`src/rtl/lbma_pkg.sv`:
```
// ----------------------------------------------------------------------------
// lbma_pkg
// Shared types and constants of the largest-block memory allocator.
// ----------------------------------------------------------------------------
package lbma_pkg;

   localparam int MAX_REQUESTS_DEF = 1024;
   localparam int ADDR_BITS_DEF    = 32;
   localparam int MEM_SIZE_RESET   = 1024;
   localparam int CMD_IDX_BITS     = 17;

   localparam logic ACT_ALLOC = 1'b0;
   localparam logic ACT_FREE  = 1'b1;

   typedef struct packed {
      logic        action;
      logic [31:0] alloc_size;
      logic [10:0] request_index;
   } req_type;

   typedef struct packed {
      logic        granted;
      logic [31:0] address;
   } rsp_type;

   // broadcast update to the free-block cells
   typedef struct packed {
      logic                    restart;
      logic [31:0]             size;
      logic                    wr_en;
      logic [CMD_IDX_BITS-1:0] wr_idx;
      logic                    wr_valid;
      logic [31:0]             wr_start;
      logic [31:0]             wr_len;
      logic                    kill_en;
      logic [CMD_IDX_BITS-1:0] kill_idx;
   } cmd_type;

   typedef enum logic [1:0] {
      ST_IDLE,
      ST_SCAN,
      ST_APPLY
   } state_type;

endpackage

```
`src/rtl/lbma_cell.sv`:
```
// ----------------------------------------------------------------------------
// lbma_cell
// One free-block entry of the rotating table; passes its entry to its
// neighbor on every scan cycle and takes broadcast updates by index.
// ----------------------------------------------------------------------------
module lbma_cell #(
   parameter int ADDR_BITS = lbma_pkg::ADDR_BITS_DEF,
   parameter int INDEX     = 0
) (
   input  logic                 clock,
   input  logic                 reset,
   input  logic                 shift,
   input  lbma_pkg::cmd_type    cmd,
   input  logic                 in_valid,
   input  logic [ADDR_BITS-1:0] in_start,
   input  logic [ADDR_BITS-1:0] in_len,
   output logic                 out_valid,
   output logic [ADDR_BITS-1:0] out_start,
   output logic [ADDR_BITS-1:0] out_len
);
   import lbma_pkg::*;

   localparam logic [ADDR_BITS-1:0]    RST_LEN = ADDR_BITS'(MEM_SIZE_RESET);
   localparam logic [CMD_IDX_BITS-1:0] MY_IDX  = CMD_IDX_BITS'(INDEX);

   logic                 valid_ff;
   logic [ADDR_BITS-1:0] start_ff;
   logic [ADDR_BITS-1:0] len_ff;
   logic                 wr_hit;
   logic                 kill_hit;

   assign wr_hit   = cmd.wr_en && (cmd.wr_idx == MY_IDX);
   assign kill_hit = cmd.kill_en && (cmd.kill_idx == MY_IDX);

   always_ff @(posedge clock) begin
      if (reset) begin
         valid_ff <= (INDEX == 0) && (RST_LEN != '0);
         start_ff <= '0;
         len_ff   <= RST_LEN;
      end else if (cmd.restart) begin
         valid_ff <= (INDEX == 0) && (cmd.size[ADDR_BITS-1:0] != '0);
         start_ff <= '0;
         len_ff   <= cmd.size[ADDR_BITS-1:0];
      end else if (shift) begin
         valid_ff <= in_valid;
         start_ff <= in_start;
         len_ff   <= in_len;
      end else if (wr_hit) begin
         valid_ff <= cmd.wr_valid;
         start_ff <= cmd.wr_start[ADDR_BITS-1:0];
         len_ff   <= cmd.wr_len[ADDR_BITS-1:0];
      end else if (kill_hit) begin
         valid_ff <= 1'b0;
      end
   end

   assign out_valid = valid_ff;
   assign out_start = start_ff;
   assign out_len   = len_ff;

endmodule

```
`config.mk`:
```
export PLATFORM = sky130hd
export DESIGN_NAME = lbma_cell
export DESIGN_NICKNAME = d
export VERILOG_FILES = /design/src/rtl/lbma_pkg.sv /design/src/rtl/lbma_cell.sv
export SDC_FILE = /design/constraint.sdc
export NUM_CORES = 1
export LEC_CHECK = 0
export BUFFER_PORTS_ARGS = -buffer_cell sky130_fd_sc_hd__buf_2
export CAP_MARGIN = 20
export CORE_AREA = 5 5 101 103
export CTS_CLUSTER_SIZE = 40
export DETAILED_ROUTE_END_ITERATION = 6
export DIE_AREA = 0 0 106 108
export GPL_ROUTABILITY_DRIVEN = 1
export PLACE_DENSITY = 0.77
export SLEW_MARGIN = 20
export SYNTH_ARGS = -nofsm -noshare
export SYNTH_HDL_FRONTEND = slang
export SYNTH_SLANG_ARGS = --single-unit
```
`constraint.sdc`:
```
create_clock -name clock -period 3.98 [get_ports clock]
set_input_delay 0.199 -clock clock [delete_from_list [all_inputs] [get_ports clock]]
set_output_delay 0.199 -clock clock [all_outputs]
set_load 0.02 [all_outputs]
```
=== Yosys cells after proc, flatten, opt, wreduce, memory -nomap -nowiden ===
Index checks and enable logic that the tools add are counted.

* Logic and storage cells: 21
* Input port bits: 202
* Register bits: 65

* Mux-type cells: 9
* Reduce and logical (&&, ||, !) cells: 9

{| class="wikitable"
|+ Operators by type and width
! kind !! number
|-
| 32-bit two-way mux || 5
|-
| 17-bit logical NOT || 2
|-
| 32-bit nonzero test || 1
|-
| 1-bit two-way mux || 4
|-
| 4-bit nonzero test || 1
|-
| 3-bit nonzero test || 1
|-
| 1-bit logical AND || 2
|-
| 2-bit nonzero test || 1
|-
| 2-bit OR reduction || 1
|}

=== Logic depth before layout (Yosys ltp) ===
* Word-level depth: 6
* Gate-level depth with buffers: 7

=== Worst setup path before layout ===
Ideal clock, no wire load.

* Path type: input to register
* Start point: input port cmd[84] (netlist bit)
* End point: register len_ff[11], in the netlist out_len[11]
* Library setup time: 142 ps
* Stages: 7
* Data arrival time: 1,416 ps
* Setup slack: 2,422 ps
* Cell sequence: nor4_1 > nand3_1 > o21ba_1 > buf_2 > buf_2 > a221oi_1 > a221oi_1

* Word-level cells in the longest chain between the ends: 3

{| class="wikitable"
|+ RTL lines
! element !! line !! RTL
|-
| from (decl) || lbma_cell.sv:13 || <nowiki>input lbma_pkg::cmd_type cmd,</nowiki>
|-
| 17-bit logical NOT || lbma_cell.sv:32 || <nowiki>assign wr_hit = cmd.wr_en && (cmd.wr_idx == MY_IDX);</nowiki>
|-
| 1-bit logical AND || lbma_cell.sv:32 ||
|-
| 3-bit nonzero test (no line) || n/a ||
|-
| to (signal assigned) || lbma_cell.sv:43 || <nowiki>len_ff <= cmd.size[ADDR_BITS-1:0];</nowiki>
|-
| to (signal assigned) || lbma_cell.sv:47 || <nowiki>len_ff <= in_len;</nowiki>
|-
| to (signal assigned) || lbma_cell.sv:51 || <nowiki>len_ff <= cmd.wr_len[ADDR_BITS-1:0];</nowiki>
|-
| to (decl) || lbma_cell.sv:28 || <nowiki>logic [ADDR_BITS-1:0] len_ff;</nowiki>
|}

Every way passes these cells.
A chain may end at the register's enable or synchronous reset.

=== Worst setup path in the final report ===
* Start point: input port cmd[84] (netlist bit)
* End point: register start_ff[3], in the netlist out_start[3]

* Word-level cells in the longest chain between the ends: 3

{| class="wikitable"
|+ RTL lines
! element !! line !! RTL
|-
| 17-bit logical NOT || lbma_cell.sv:32 ||
|-
| 1-bit logical AND || lbma_cell.sv:32 ||
|-
| 2-bit nonzero test (no line) || n/a ||
|-
| to (signal assigned) || lbma_cell.sv:46 || <nowiki>start_ff <= in_start;</nowiki>
|-
| to (signal assigned) || lbma_cell.sv:50 || <nowiki>start_ff <= cmd.wr_start[ADDR_BITS-1:0];</nowiki>
|-
| to (decl) || lbma_cell.sv:27 || <nowiki>logic [ADDR_BITS-1:0] start_ff;</nowiki>
|}

Every way passes these cells.

==> metrics.md <==
| Metric | Value |
|---|---|
| Area of the core | 9110 sq um |
| Final Cell Area | 5000 sq um |
| Power Internal | 1210 uW |
| Clock Sinks | 65 |
| Post-synthesis register bit count | 65 |
| Clk pwr share | 0.370 |
| Hold Path Depth | 3 |
| Via count | 3889 |
| GRT overflow | 0 |
| DRT Wirelength | 12500 um |
| RR Endpoint | out_start[19]$_SDFFE_PP0P_ |
| Reg clk slew, reported paths | 0.08 ns |
| DR pass1 iterations | 5 |
| Buffers added on ports | 266 |
| Placed instance count | 702 |
| Area growth syn-to-layout | 45.3% |
| Syn Inst Count | 361 |
| Avg WL per Cell | 17.4 um |
| Final setup viols | 0 |
| # nets final | 804 |
| Relative slew slack | 0.318 |
| Initial DRC count | 157 |
| Skew-Pair Late Insertion Delay | 0.33 ns |
| PostCTS Resize Cnt | 0 |
| Endpoint class of the critical path | register |
| Outcome | finished clean |
| Most frequent cells in the layout | 264 x buf_2, 65 x dfxtp_1, 56 x a221oi_1 |
| Worst r2r src | out_start[19]$_SDFFE_PP0P_ |
| Crit Path Class | in2reg |
| GPL Wtd Cong | 0.839 |
| Setup slack, reg-to-reg | 3.07 ns |
| DPL Wire Length | 9570 um |
| Finished Layout Cells | 718 |
| # diodes | 0 |
| Layout cell share with drive strength beyond 1 | 0.530 |
| Most common cell after layout, fill and taps aside | buf_2 |
| Post-DP Area | 4770 sq um |
| Final min period | 2.31 ns |
| Hold Fails Final Rpt | 0 |
| Setup TNS | 0 ns |
| Leak | 0.00243 uW |
| Max_cap viols | 0 |
| CP Data Required Time | 4.21 ns |
| Part of the cycle the worst path needs | 0.581 |
| DR DRC count | 0 |
| Fin Clk Skew | 0 ns |
| Worst Tran Pin Value | 1.02 ns |
| H-tree Lvls | 3 |
| GR Util All Layers | 0.206 |
| DIE AREA | 11400 sq um |
| Share of the yosys chip area belonging to registers | 0.378 |
| Final ANT Viol Nets | 0 |
| Hold_sp | cmd[31] |
| Hold endpoint | out_len[13]$_SDFFE_PP0P_ |
| Sequential power share | 0.413 |
| Vias in the first global route | 3919 |
| DR vias/cell | 5.42 |
| Mapped Avg Cell Area | 9.54 sq um |
| Initial Util | 0.378 |
| Die H | 108 um |
| Synth cell types | 30 |
| Die width | 106 um |
| Mapped Nets | 563 |
| Yosys warning total | 0 |
| Power Dens Cells | 345 nW/um^2 |
| Num CTS Buffers | 9 |
| Max Freq | 432 MHz |
| Initial antenna violation count | 0 |
| Switch Pwr | 511 uW |
| Root Driver | clkbuf_8 |
| Max Slew Vio Count | 0 |
| Global-route wire length before repair | 19000 um |
| RSZ-0062 raised after global routing | no |
| Hold Path Class | in2reg |
| I/O pins | 267 |
| Max Fanout on Critical Path | 35 |
| Rows | 35 |
| CP arrival | 2.54 ns |
| CTS max path bufs | 2 |
| Worst IR Drop VDD | 0.000212 V |
| R2R depth | 2 |
| Crit start category | input pin |
| Switching Share | 0.296 |
| Comb power frac | 0.217 |
| CTS tree | built |
| Syn Std Cell Area | 3440 sq um |
| Hold Buf Count CTS | 0 |
| Setup Fix Bufs, Post-CTS | 0 |
| Pin count of the biggest net entering global routing | 100 |
## critical path: stages
cell	delay, ns
buf_2	0.10
nor4_1	0.28
nand3_1	0.25
o21bai_4	0.71
buf_4	0.51
nor2_1	0.11
a2111oi_2	0.36
## metal layers
metal  track usage  up-vias  routed length (um)
met5             0        -                   0
met3        0.0818       21                1230
met2         0.367      191                6230
met4        0.0620        0                 254
met1         0.225     1790                4770
li1              -     1887                   -
## state kept, by name (all words and copies together) (netlist names)
register   cells
out_len       32
out_valid      1
out_start     32
## worst max path at each step
stage,from,endpoint,slack [ns],cells past startpoint
2_1_floorplan,cmd[84],out_len[11]$_SDFFE_PP0P_,2.42,7
3_3_place_gp,cmd[84],out_start[17]$_SDFFE_PP0P_,1.42,7
3_5_place_dp,cmd[84],out_start[3]$_SDFFE_PP0P_,1.26,7
4_1_cts,cmd[84],out_start[3]$_SDFFE_PP0P_,1.63,7
5_1_grt,cmd[84],out_start[12]$_SDFFE_PP0P_,1.40,7
6_report,cmd[84],out_start[3]$_SDFFE_PP0P_,1.67,7
## synthesized netlist by cell type, drive strengths merged
| library cell | count | area share |
|---|---|---|
| a2111oi | 32 | 0.13 |
| a211oi | 1 | 0.0022 |
| a21oi | 1 | 0.0015 |
| a221oi | 62 | 0.17 |
| buf | 16 | 0.030 |
| clkbuf | 24 | 0.026 |
| dfxtp | 65 | 0.38 |
| inv | 31 | 0.034 |
| mux2i | 33 | 0.096 |
| nand2 | 32 | 0.035 |
| nand3 | 2 | 0.0029 |
| nand4 | 3 | 0.0055 |
| nand4b | 1 | 0.0025 |
| nor2 | 34 | 0.037 |
| nor2b | 1 | 0.0018 |
| nor3 | 3 | 0.0058 |
| nor4 | 11 | 0.020 |
| nor4b | 2 | 0.0069 |
| o21ba | 1 | 0.0029 |
| o21bai | 1 | 0.0022 |
| o22ai | 1 | 0.0018 |
| o311ai | 1 | 0.0025 |
| o31ai | 1 | 0.0022 |
| or4 | 2 | 0.0044 |
## through the flow
stage	power, uW	hold slack [ns]	utilization	setup slack, ns
final	1720	0.109	0.549	1.67
after global routing	1810	0.0939	0.549	1.40
after CTS	1750	0.0848	0.549	1.63
after detailed placement	1100	0.461	0.524	1.26
after global placement	1090	0.455	0.524	1.42
after floorplan	930	0.326	-	2.42
## final cells by class
class / count / area (sq um)
clock buffer: 9 / 124
timing repair buffer: 270 / 1370
sequential: 65 / 1300
multi-input combinational: 225 / 1850
clock inverter: 7 / 103
fill: 821 / 4110
inverter: 31 / 116
tap: 111 / 139
## power groups by stage
| stage | clock, uW | sequential [uW] | combinational [uW] |
|---|---|---|---|
| after floorplan | 0 | 771 | 159 |
| after global placement | 0 | 725 | 367 |
| after detailed placement | 0 | 726 | 376 |
| after CTS | 661 | 711 | 376 |
| after global routing | 686 | 716 | 406 |
| final | 638 | 711 | 374 |
## logic make-up after synthesis
family | after synthesis | share of synthesized area
mux | 33 | 0.0959
simple gates | 91 | 0.122
compound gates | 101 | 0.314
buf+inv | 71 | 0.0901
flops | 65 | 0.378
Note: power is estimated with default switching activity, not from simulation.
